--- src/rtl/bgc_pkg.sv ---
// Shared types and constants for the button gesture classifier.
package bgc_pkg;

  // Buttons carried by the item ports
  localparam int unsigned PORT_BUTTONS = 2;

  // Configuration register fields and indexes
  localparam int unsigned CFG_BITS  = 16;
  localparam int unsigned ADDR_BITS = 4;

  localparam logic [1:0] REG_DCW  = 2'd0;
  localparam logic [1:0] REG_PUSH = 2'd1;
  localparam logic [1:0] REG_IDLE = 2'd2;

  localparam logic [CFG_BITS-1:0] DCW_RESET  = 16'd500;
  localparam logic [CFG_BITS-1:0] PUSH_RESET = 16'd750;
  localparam logic [CFG_BITS-1:0] IDLE_RESET = 16'd65535;

  // Event codes: zero is a wakeup, the down bit wins over the up bit
  localparam logic [1:0] EV_WAKE     = 2'b00;
  localparam int unsigned EV_DOWN_BIT = 0;

  typedef enum logic [1:0] {
    GEST_NONE   = 2'd0,
    GEST_CLICK  = 2'd1,
    GEST_DOUBLE = 2'd2,
    GEST_PUSH   = 2'd3
  } gesture_t;

  typedef struct packed {
    logic [CFG_BITS-1:0] dcw;
    logic [CFG_BITS-1:0] push;
    logic [CFG_BITS-1:0] idle;
  } cfg_t;

endpackage

--- src/rtl/bgc_lane.sv ---
// Per-button gesture state and classification logic.
module bgc_lane #(
  parameter int unsigned TIME_BITS = 32
) (
  input  logic                           clk,
  input  logic                           rst_n,
  input  logic                           fire,
  input  logic [1:0]                     code,
  input  logic [TIME_BITS-1:0]           now,
  input  bgc_pkg::cfg_t                  cfg,
  output bgc_pkg::gesture_t              gesture,
  output logic [bgc_pkg::CFG_BITS-1:0]   wt
);

  logic                          held_r, held_nxt;
  logic [TIME_BITS-1:0]          stamp_r, stamp_nxt;
  logic [TIME_BITS-1:0]          delta;
  logic [bgc_pkg::CFG_BITS-1:0]  delta_lo;
  logic                          hi_nz;
  logic                          pending;
  logic                          ge_push, ge_dcw, le_dcw;

  // Elapsed ticks since the pending press, modulo the time width
  assign delta    = now - stamp_r;
  assign delta_lo = delta[bgc_pkg::CFG_BITS-1:0];
  assign pending  = (stamp_r != '0);

  generate
    if (TIME_BITS > bgc_pkg::CFG_BITS) begin : g_hi
      assign hi_nz = |delta[TIME_BITS-1:bgc_pkg::CFG_BITS];
    end else begin : g_nohi
      assign hi_nz = 1'b0;
    end
  endgenerate

  assign ge_push = hi_nz | (delta_lo >= cfg.push);
  assign ge_dcw  = hi_nz | (delta_lo >= cfg.dcw);
  assign le_dcw  = !hi_nz & (delta_lo <= cfg.dcw);

  // Classification and next state
  always_comb begin
    gesture   = bgc_pkg::GEST_NONE;
    wt        = cfg.idle;
    stamp_nxt = stamp_r;
    held_nxt  = held_r;
    if (code == bgc_pkg::EV_WAKE) begin
      if (pending) begin
        if (held_r) begin
          if (ge_push) begin
            gesture   = bgc_pkg::GEST_PUSH;
            stamp_nxt = '0;
          end else begin
            wt = cfg.push - delta_lo;
          end
        end else begin
          if (ge_dcw) begin
            gesture   = bgc_pkg::GEST_CLICK;
            stamp_nxt = '0;
          end else begin
            wt = cfg.dcw - delta_lo;
          end
        end
      end
    end else if (code[bgc_pkg::EV_DOWN_BIT]) begin
      if (pending && le_dcw) begin
        gesture   = bgc_pkg::GEST_DOUBLE;
        stamp_nxt = '0;
      end else begin
        stamp_nxt = now;
        wt        = cfg.push;
      end
      held_nxt = 1'b1;
    end else begin
      // release: late one is a push, early one waits out the window
      if (pending) begin
        if (!ge_push) begin
          wt = ge_dcw ? '0 : (cfg.dcw - delta_lo);
        end else begin
          gesture   = bgc_pkg::GEST_PUSH;
          stamp_nxt = '0;
        end
      end
      held_nxt = 1'b0;
    end
  end

  // State update on each transfer into the result register
  always_ff @(posedge clk) begin
    if (!rst_n) begin
      held_r  <= 1'b0;
      stamp_r <= '0;
    end else if (fire) begin
      held_r  <= held_nxt;
      stamp_r <= stamp_nxt;
    end
  end

  a_gesture_clears: assert property (@(posedge clk) disable iff (!rst_n)
    fire && (gesture != bgc_pkg::GEST_NONE) |=> (stamp_r == '0))
    else $error("stamp not cleared after gesture");

  a_down_sets_held: assert property (@(posedge clk) disable iff (!rst_n)
    fire && code[bgc_pkg::EV_DOWN_BIT] |=> held_r)
    else $error("held flag not set after press");

  a_double_on_press: assert property (@(posedge clk) disable iff (!rst_n)
    (gesture == bgc_pkg::GEST_DOUBLE) |-> code[bgc_pkg::EV_DOWN_BIT] && pending)
    else $error("double click without press and pending stamp");

endmodule

--- src/rtl/button_gesture_classifier_unit.sv ---
// Button gesture classifier top level: item channels, APB registers, result register.
//
// Usage:
//   Input channel (in_valid/in_ready) carries one 2-bit event code per button
//   and the current tick count. Each accepted item yields exactly one result
//   on the output channel (out_valid/out_ready): a gesture code per button and
//   the smallest wait, in ticks, until the next wakeup item is needed.
//   An accepted item waits in the input register until the result register is
//   free, then the per-button logic writes the result register and the button
//   state at the same edge. Throughput is one item per cycle while the receiver
//   is ready; the input register accepts a new item while a result waits to be taken.
//   When the receiver stalls, the result register holds and the input register
//   fills, after which in_ready drops until the result is taken.
//   Reset (rst_n low, synchronous) empties both registers, marks all buttons up
//   with nothing pending and restores the register defaults (window 500, push
//   750, idle wait 65535). Registers sit at byte addresses 0, 4 and 8; the user
//   must write them only while no item is in flight, the block does not enforce it.
module button_gesture_classifier_unit #(
  parameter int unsigned TIME_BITS    = 32,
  parameter int unsigned BUTTON_COUNT = 2
) (
  input  logic                              clk,
  input  logic                              rst_n,
  // input channel
  input  logic                              in_valid,
  output logic                              in_ready,
  input  logic [1:0]                        in_first_event,
  input  logic [1:0]                        in_second_event,
  input  logic [31:0]                       in_now_ticks,
  // result channel
  output logic                              out_valid,
  input  logic                              out_ready,
  output logic [1:0]                        out_first_gesture,
  output logic [1:0]                        out_second_gesture,
  output logic [15:0]                       out_next_wait,
  // configuration port
  input  logic                              psel,
  input  logic                              penable,
  input  logic                              pwrite,
  input  logic [bgc_pkg::ADDR_BITS-1:0]     paddr,
  input  logic [31:0]                       pwdata,
  output logic [31:0]                       prdata,
  output logic                              pready
);

  localparam int unsigned CB = bgc_pkg::CFG_BITS;

  bgc_pkg::cfg_t            cfg_r;
  logic                     cfg_wr;
  logic [1:0]               cfg_idx;

  logic                     in_valid_r;
  logic [1:0]               ev_r [bgc_pkg::PORT_BUTTONS];
  logic [TIME_BITS-1:0]     now_r, now_nxt;

  logic                     advance;
  logic                     in_xfer;

  bgc_pkg::gesture_t        gest [bgc_pkg::PORT_BUTTONS];
  logic [CB-1:0]            wt   [bgc_pkg::PORT_BUTTONS];
  logic [CB-1:0]            min_wt;

  logic                     out_valid_r;
  bgc_pkg::gesture_t        out_first_r, out_second_r;
  logic [CB-1:0]            out_wait_r;

  // Register port
  assign pready  = 1'b1;
  assign cfg_idx = paddr[bgc_pkg::ADDR_BITS-1:2];
  assign cfg_wr  = psel & penable & pwrite;

  always_ff @(posedge clk) begin
    if (!rst_n) begin
      cfg_r.dcw  <= bgc_pkg::DCW_RESET;
      cfg_r.push <= bgc_pkg::PUSH_RESET;
      cfg_r.idle <= bgc_pkg::IDLE_RESET;
    end else if (cfg_wr) begin
      unique case (cfg_idx)
        bgc_pkg::REG_DCW:  cfg_r.dcw  <= pwdata[CB-1:0];
        bgc_pkg::REG_PUSH: cfg_r.push <= pwdata[CB-1:0];
        bgc_pkg::REG_IDLE: cfg_r.idle <= pwdata[CB-1:0];
        default: ;
      endcase
    end
  end

  // Read mux
  always_comb begin
    prdata = '0;
    unique case (cfg_idx)
      bgc_pkg::REG_DCW:  prdata[CB-1:0] = cfg_r.dcw;
      bgc_pkg::REG_PUSH: prdata[CB-1:0] = cfg_r.push;
      bgc_pkg::REG_IDLE: prdata[CB-1:0] = cfg_r.idle;
      default:           prdata = '0;
    endcase
  end

  // Tick count resized to the internal time width
  generate
    if (TIME_BITS > 32) begin : g_now_wide
      assign now_nxt = {{(TIME_BITS-32){1'b0}}, in_now_ticks};
    end else if (TIME_BITS == 32) begin : g_now_eq
      assign now_nxt = in_now_ticks;
    end else begin : g_now_narrow
      assign now_nxt = in_now_ticks[TIME_BITS-1:0];
    end
  endgenerate

  // Handshake: the item in the input register moves on when the result slot frees
  assign advance  = in_valid_r & (~out_valid_r | out_ready);
  assign in_ready = ~in_valid_r | advance;
  assign in_xfer  = in_valid & in_ready;

  // Input register
  always_ff @(posedge clk) begin
    if (!rst_n) begin
      in_valid_r <= 1'b0;
    end else if (in_ready) begin
      in_valid_r <= in_valid;
    end
  end

  always_ff @(posedge clk) begin
    if (in_xfer) begin
      ev_r[0] <= in_first_event;
      ev_r[1] <= in_second_event;
      now_r   <= now_nxt;
    end
  end

  // Per-button lanes; buttons past BUTTON_COUNT are not tracked
  for (genvar b = 0; b < bgc_pkg::PORT_BUTTONS; b++) begin : g_btn
    if (b < BUTTON_COUNT) begin : g_on
      bgc_lane #(
        .TIME_BITS (TIME_BITS)
      ) u_lane (
        .clk     (clk),
        .rst_n   (rst_n),
        .fire    (advance),
        .code    (ev_r[b]),
        .now     (now_r),
        .cfg     (cfg_r),
        .gesture (gest[b]),
        .wt      (wt[b])
      );
    end else begin : g_off
      assign gest[b] = bgc_pkg::GEST_NONE;
      assign wt[b]   = cfg_r.idle;
    end
  end

  assign min_wt = (wt[0] <= wt[1]) ? wt[0] : wt[1];

  // Result register
  always_ff @(posedge clk) begin
    if (!rst_n) begin
      out_valid_r <= 1'b0;
    end else if (advance) begin
      out_valid_r <= 1'b1;
    end else if (out_ready) begin
      out_valid_r <= 1'b0;
    end
  end

  always_ff @(posedge clk) begin
    if (advance) begin
      out_first_r  <= gest[0];
      out_second_r <= gest[1];
      out_wait_r   <= min_wt;
    end
  end

  assign out_valid          = out_valid_r;
  assign out_first_gesture  = out_first_r;
  assign out_second_gesture = out_second_r;
  assign out_next_wait      = out_wait_r;

  a_empty_ready: assert property (@(posedge clk) disable iff (!rst_n)
    !in_valid_r |-> in_ready)
    else $error("input register empty but not ready");

  a_full_stall: assert property (@(posedge clk) disable iff (!rst_n)
    in_valid_r && out_valid_r && !out_ready |-> !in_ready && !advance)
    else $error("item moved while result stalled");

  a_advance_result: assert property (@(posedge clk) disable iff (!rst_n)
    advance |=> out_valid_r)
    else $error("result missing after advance");

  a_cfg_reset: assert property (@(posedge clk) disable iff (!rst_n)
    $past(!rst_n) |-> (cfg_r.dcw == bgc_pkg::DCW_RESET) &&
                      (cfg_r.push == bgc_pkg::PUSH_RESET) &&
                      (cfg_r.idle == bgc_pkg::IDLE_RESET))
    else $error("register defaults wrong after reset");

endmodule

--- config.mk ---
export PLATFORM = sky130hd
export DESIGN_NAME = button_gesture_classifier_unit
export DESIGN_NICKNAME = d
export VERILOG_FILES = /design/src/rtl/bgc_pkg.sv /design/src/rtl/bgc_lane.sv /design/src/rtl/button_gesture_classifier_unit.sv
export SDC_FILE = /design/constraint.sdc
export NUM_CORES = 1
export LEC_CHECK = 0
export BUFFER_PORTS_ARGS = -buffer_cell sky130_fd_sc_hd__buf_2
export CORE_UTILIZATION = 46
export CTS_BUF_LIST = sky130_fd_sc_hd__clkbuf_2 sky130_fd_sc_hd__clkbuf_4 sky130_fd_sc_hd__clkbuf_8
export CTS_CLUSTER_SIZE = 14
export DETAILED_ROUTE_END_ITERATION = 12
export PLACE_DENSITY = 0.63
export SETUP_SLACK_MARGIN = 0.05
export SLEW_MARGIN = 30
export SYNTH_ARGS = -nofsm -noshare
export SYNTH_HDL_FRONTEND = slang
export SYNTH_HIERARCHICAL = 1
export SYNTH_SLANG_ARGS = --single-unit
--- constraint.sdc ---
create_clock -name clk -period 9 [get_ports clk]
set_clock_uncertainty 0.2 [all_clocks]
set_input_delay 0 -clock clk [delete_from_list [all_inputs] [get_ports clk]]
set_output_delay 0 -clock clk [all_outputs]
set_load 0.02 [all_outputs]
# After elaboration in Yosys (flattened, before gate mapping)
# Memory sizes are Yosys's and may differ from the RTL's.
# Index checks and enable logic that the tools add are counted.
[op_classes]
n_addsub = 6
n_reduce_logical = 21
n_bitwise = 16
n_eq_ne = 6
n_lt_le_gt_ge = 7
n_mux = 60
[op_table]
columns = ["op", "n"]
rows = [
  ["$mux W32", 16],
  ["$mux W16", 21],
  ["$ge A16 B16 Y1", 4],
  ["$reduce_bool A32 Y1", 2],
  ["$sub A16 B16 Y16", 4],
  ["$sub A32 B32 Y32", 2],
  ["$le A16 B16 Y1", 3],
  ["$pmux W16 S3", 1],
  ["$reduce_or A16 Y1", 2],
  ["$mux W2", 14],
  ["$reduce_and A2 Y1", 5],
  ["$mux W1", 8],
  ["$reduce_and A4 Y1", 2],
  ["$and A1 B1 Y1", 6],
  ["$logic_not A2 Y1", 3],
  ["$ne A3 B1 Y1 const B", 2],
  ["$or A1 B1 Y1", 6],
  ["$reduce_bool A2 Y1", 3],
  ["$ne A2 B1 Y1 const B", 2],
  ["$not A1 Y1", 4],
  ["$eq A2 B1 Y1 const B", 1],
  ["$eq A2 B2 Y1 const B", 1],
  ["$logic_and A1 B1 Y1", 2],
  ["$logic_not A1 Y1", 2],
]
[totals]
ff_bits = 168
input_bits = 79
ram_bits = 4
out_inout_bits = 55
elab_cells = 130
mem_count = 1
[memory_table]
columns = ["memory", "depth", "width", "read_ports", "rd_clocked_by_memory_dff", "write_ports", "line", "text"]
rows = [
  ["ev_r", 2, 2, 2, 0, 2, "button_gesture_classifier_unit.sv:53", "logic [1:0] ev_r [bgc_pkg::PORT_BUTTONS];"],
]

# Logic depth before layout (Yosys ltp)
[depth]
depth_word = 10
ltp_mapped = 32
depth_no_buf = 29

# Modules after synthesis
# Netlist, hierarchy kept.
[modules_own_cells]
columns = ["module", "n_inst", "area_per_inst_um2", "cells_each", "seq_area_each_um2"]
rows = [
  ["bgc_lane (g_btn[0].g_on.u_lane)", 1, 6461.2, 850, 660.6],
  ["bgc_lane (g_btn[1].g_on.u_lane)", 1, 6253.5, 843, 660.6],
  ["button_gesture_classifier_unit", 1, 4936.0, 486, 2682.6],
]

# Worst setup path after synthesis
# OpenSTA, ideal clock, no wires.
[synth_timing]
path_kind = "register to register"
startpoint = "reg now_r[0]"
endpoint = "reg out_wait_r[10], in the netlist out_next_wait[10], data pin"
setup_time_ns = 0.277
t_arrival_ns = 6.330
path_buffers = 3
period_less_slack_ns = 6.807
required_time_ns = 8.523
stages_incl_launch_ff = 28
slack_ns = 2.193
cell_sequence = "edfxtp_1 inv_1 ha_1 fa_1 nor2b_1 o21bai_1 a21boi_1 nor2_1 o221ai_1 xnor2_1 ha_1 nand4_1 or4_1 or3_1 and3b_1 a2111oi_2 buf_4 mux2_2 a221o_1 inv_1 ha_1 nand4_2 o21bai_1 or3_1 buf_2 clkbuf_2 o311ai_0 o211ai_1"
[synth_rtl]
columns = ["item", "line", "text"]
rows = [
  ["from (decl)", "button_gesture_classifier_unit.sv:54", "logic [TIME_BITS-1:0] now_r, now_nxt;"],
  ["from (signal assigned)", "button_gesture_classifier_unit.sv:127", "now_r <= now_nxt;"],
  ["to (signal assigned)", "button_gesture_classifier_unit.sv:169", "out_wait_r <= min_wt;"],
  ["to (decl)", "button_gesture_classifier_unit.sv:65", "logic [CB-1:0] out_wait_r;"],
]

==> impl_results.md <==
* Max H-tree Level at 4
* Residual DRC at 0
* Placer Congestion at 1.00
* Maximum clock path buffer count at 2
* Total track usage at 0.331
* Register area share after synthesis at 0.227
* Max VDD drop at 0.114 mV
* Critical Path End Type: flop
* CTS Sinks at approximately 170
* Vias per inst at 6.32
* Largest cells by area after synthesis: dfxtp_1 (13%), edfxtp_1 (9.5%), ha_1 (9.5%), nand2_1 (5.7%), mux2i_1 (3.9%)
* Layout cells sized above 1 at 0.127
* Worst endpoint required time at 9.02 ns
* Synthesized cell area at roughly 0.018 mm2
* Cts repair resizes at 0
* Cell taking the most area after synthesis: dfxtp_1
* Die span in y at 198 um
* Worst Hold Launch: in_now_ticks[12]
* Chip width at 198 um
* Cells after synthesis at about 2200
* EDFF count, synth at 56
* Most used standard cell by instance count after synthesis: nand2_1
* Status: finished clean
* Dpl cells at 2711
* Initial drt markers at ~1900
* Yosys warns at 6
* Worst-skew pair later-pin latency at 0.49 ns
* F_max at 122 MHz
* Setup crit start: now_r[4]$_DFFE_PP_
* Area grow syn2layout at 11.0%
* Top FF cell, synth: dfxtp_1
* CP Data Arrival Time at a little over 8 ns
* Async SR Flop Fraction at 0
* Die area at 0.0392 mm2
* CP max FO at 17
* Antenna violations before repair at 1
* Final wirelength at approximately 65000 um
* Row cnt at 71
* Cell Pwr Density at 136 mW/mm2
* Ant diodes at 0
* Syn_area_per_cell at 8.10 um2
* Reg-to-reg startpoint: now_r[4]$_DFFE_PP_
* Total number of vias at about 18000
* Routed wire per std cell at between 20 and 25 um
* Fin crit share at 0.908
* Core area at about 0.038 mm2
* WS Path Type: flop to flop
* Slew headroom at 0.296
* Vias in the first global route at 16700
* Starting Density at 0.468
* Clk root buf: clkbuf_8
* Final Hold Vio Count at 0
* Crit-path slowest cell: or3_1
* Top-area cell type share of the netlist area at 0.132
* Detail Placement HPWL at between 40000 and 50000 um
* P_leak at between 7 and 8 nW
* Final TNS setup at 0 ns
* Grt ovf at 0
* CP startpoint kind: flop
* Netlist cell types at around 130
* First-pass GRT wire length at 99100 um
* TritonCTS Buffers at 17
* Num ports at 134
* Postcts setup bufs at 0
* First drt pass iteration count at 6
* Commonest cells post-synth: nand2_1 (268), ha_1 (134), inv_1 (133), a21oi_1 (131), nor2_1 (121)
* PortBufs at 98
* #FFs+latches synth at 172
* RSZ-0062 raised after global routing: false
* Final min period at ~8 ns
* Fin. max-slew vios at 0
* Hold Crit Class: input port to flop
* Clock-pin slew on the worst setup and hold paths at 0.10 ns
* Cell mode on critical path: a21oi_1
* Final core utilization at 0.519
* Worst slew pin tran at 1.05 ns
* Post-DRT Antenna Nets at 0
* CP peak stage delay at 0.61 ns
* Layout Cells excl Fill at between 2000 and 3000
* # setup viols final at 0
* Largest net degree at the start of global routing at 58
* CTS tree: built
* Max-capacitance violation count at 0
* Internal reg-to-reg setup slack at 0.83 ns
* Final nets at 2519
worst paths after layout:
path / end / depth (start not counted)
setup reg to reg: out_next_wait[0]$_DFFE_PP_ / 27
hold reg to reg: g_btn[0].g_on.u_lane/stamp_r[17]$_SDFFE_PN0P_ / 1
hold / removal: now_r[12]$_DFFE_PP_ / 2
setup / recovery: out_next_wait[0]$_DFFE_PP_ / 27
sequential cells by signal (all words and copies together) (netlist names):
signal	flops
g_btn.g_on.u_lane/held_r	2
cfg_r	48
in_valid_r	1
now_r	32
g_btn.g_on.u_lane/stamp_r	64
out_valid	1
out_first_gesture	2
out_next_wait	16
out_second_gesture	2
ev_r	4
routing by layer:
layer	track usage	vias to the layer above	wire length, um
met2	0.532	863	29300
met3	0.0543	140	5360
met5	0	-	0
li1	-	8359	-
met4	0.149	0	3080
met1	0.433	8494	27700
per-stage QoR:
step | setup slack (ns) | power [mW] | hold WS [ns] | cell area (um2)
floorplan | 2.19 | 1.74 | -0.101 | 17700
global placement | 0.938 | 2.03 | -0.0233 | 18400
detailed placement | 0.809 | 2.05 | -0.0219 | 18400
CTS | 0.784 | 2.63 | 0.000424 | 19600
global route | 0.263 | 2.79 | 0.00204 | 19600
finish | 0.826 | 2.66 | 0.0229 | 19600
critical path: cells and delay by family, from the launching register on:
kind | cells | cell delay, ns
compound gates | 14 | 3.49
xor+xnor | 1 | 0.33
fa+ha+maj | 3 | 1.09
buf+inv | 2 | 0.23
flops | 1 | 0.49
simple gates | 7 | 2.07
cells by family after synthesis:
group	Yosys count	synth area share
compound gates	654	0.269
xor+xnor	88	0.0461
fa+ha+maj	146	0.105
buf+inv	248	0.0663
flops	172	0.227
mux	93	0.0548
other cells	2	0.000425
simple gates	776	0.231
layout make-up:
type	instances	area, um2
Multi-Input combinational cell	1774	12600
Fill cell	3592	18200
Timing Repair Buffer	202	1470
Clock buffer	17	234
Sequential cell	172	4000
Inverter	133	499
Tap cell	511	639
Clock inverter	15	173
power by group:
part | switching (mW) | internal (mW) | total (mW)
Clock | 0.347 | 0.213 | 0.560
Sequential | 0.0517 | 0.845 | 0.896
Combinational | 0.744 | 0.459 | 1.20
cells in the final DEF, fill, tap and decap left out, types with 9 or more instances in the layout:
master / count
a211oi_1: 18
a21boi_0: 28
a21o_1: 43
a21oi_1: 131
a221oi_1: 10
a22o_1: 68
a22oi_1: 11
a31oi_1: 19
and3_1: 21
buf_2: 98
buf_4: 23
clkbuf_8: 17
conb_1: 17
dfxtp_1: 116
dlygate4sd3_1: 81
edfxtp_1: 56
ha_1: 134
inv_1: 133
mux2_2: 22
mux2i_1: 69
nand2_1: 268
nand2b_1: 22
nand3_1: 87
nand4_1: 30
nor2_1: 120
nor2b_1: 23
nor3_1: 50
nor4_1: 28
o211ai_1: 31
o21a_1: 20
o21ai_0: 89
o21ai_1: 16
o21bai_1: 18
o22ai_1: 9
o311ai_0: 19
or2_2: 11
or3_1: 16
or4b_2: 15
xnor2_1: 46
xor2_1: 39
timing repair:
action                                  4_1_cts  5_1_grt
hold buffers                                 81        0
endpoints found under the setup margin        0        0
endpoints found under the hold margin       124        0
Note: power is estimated with default switching activity, not from simulation.
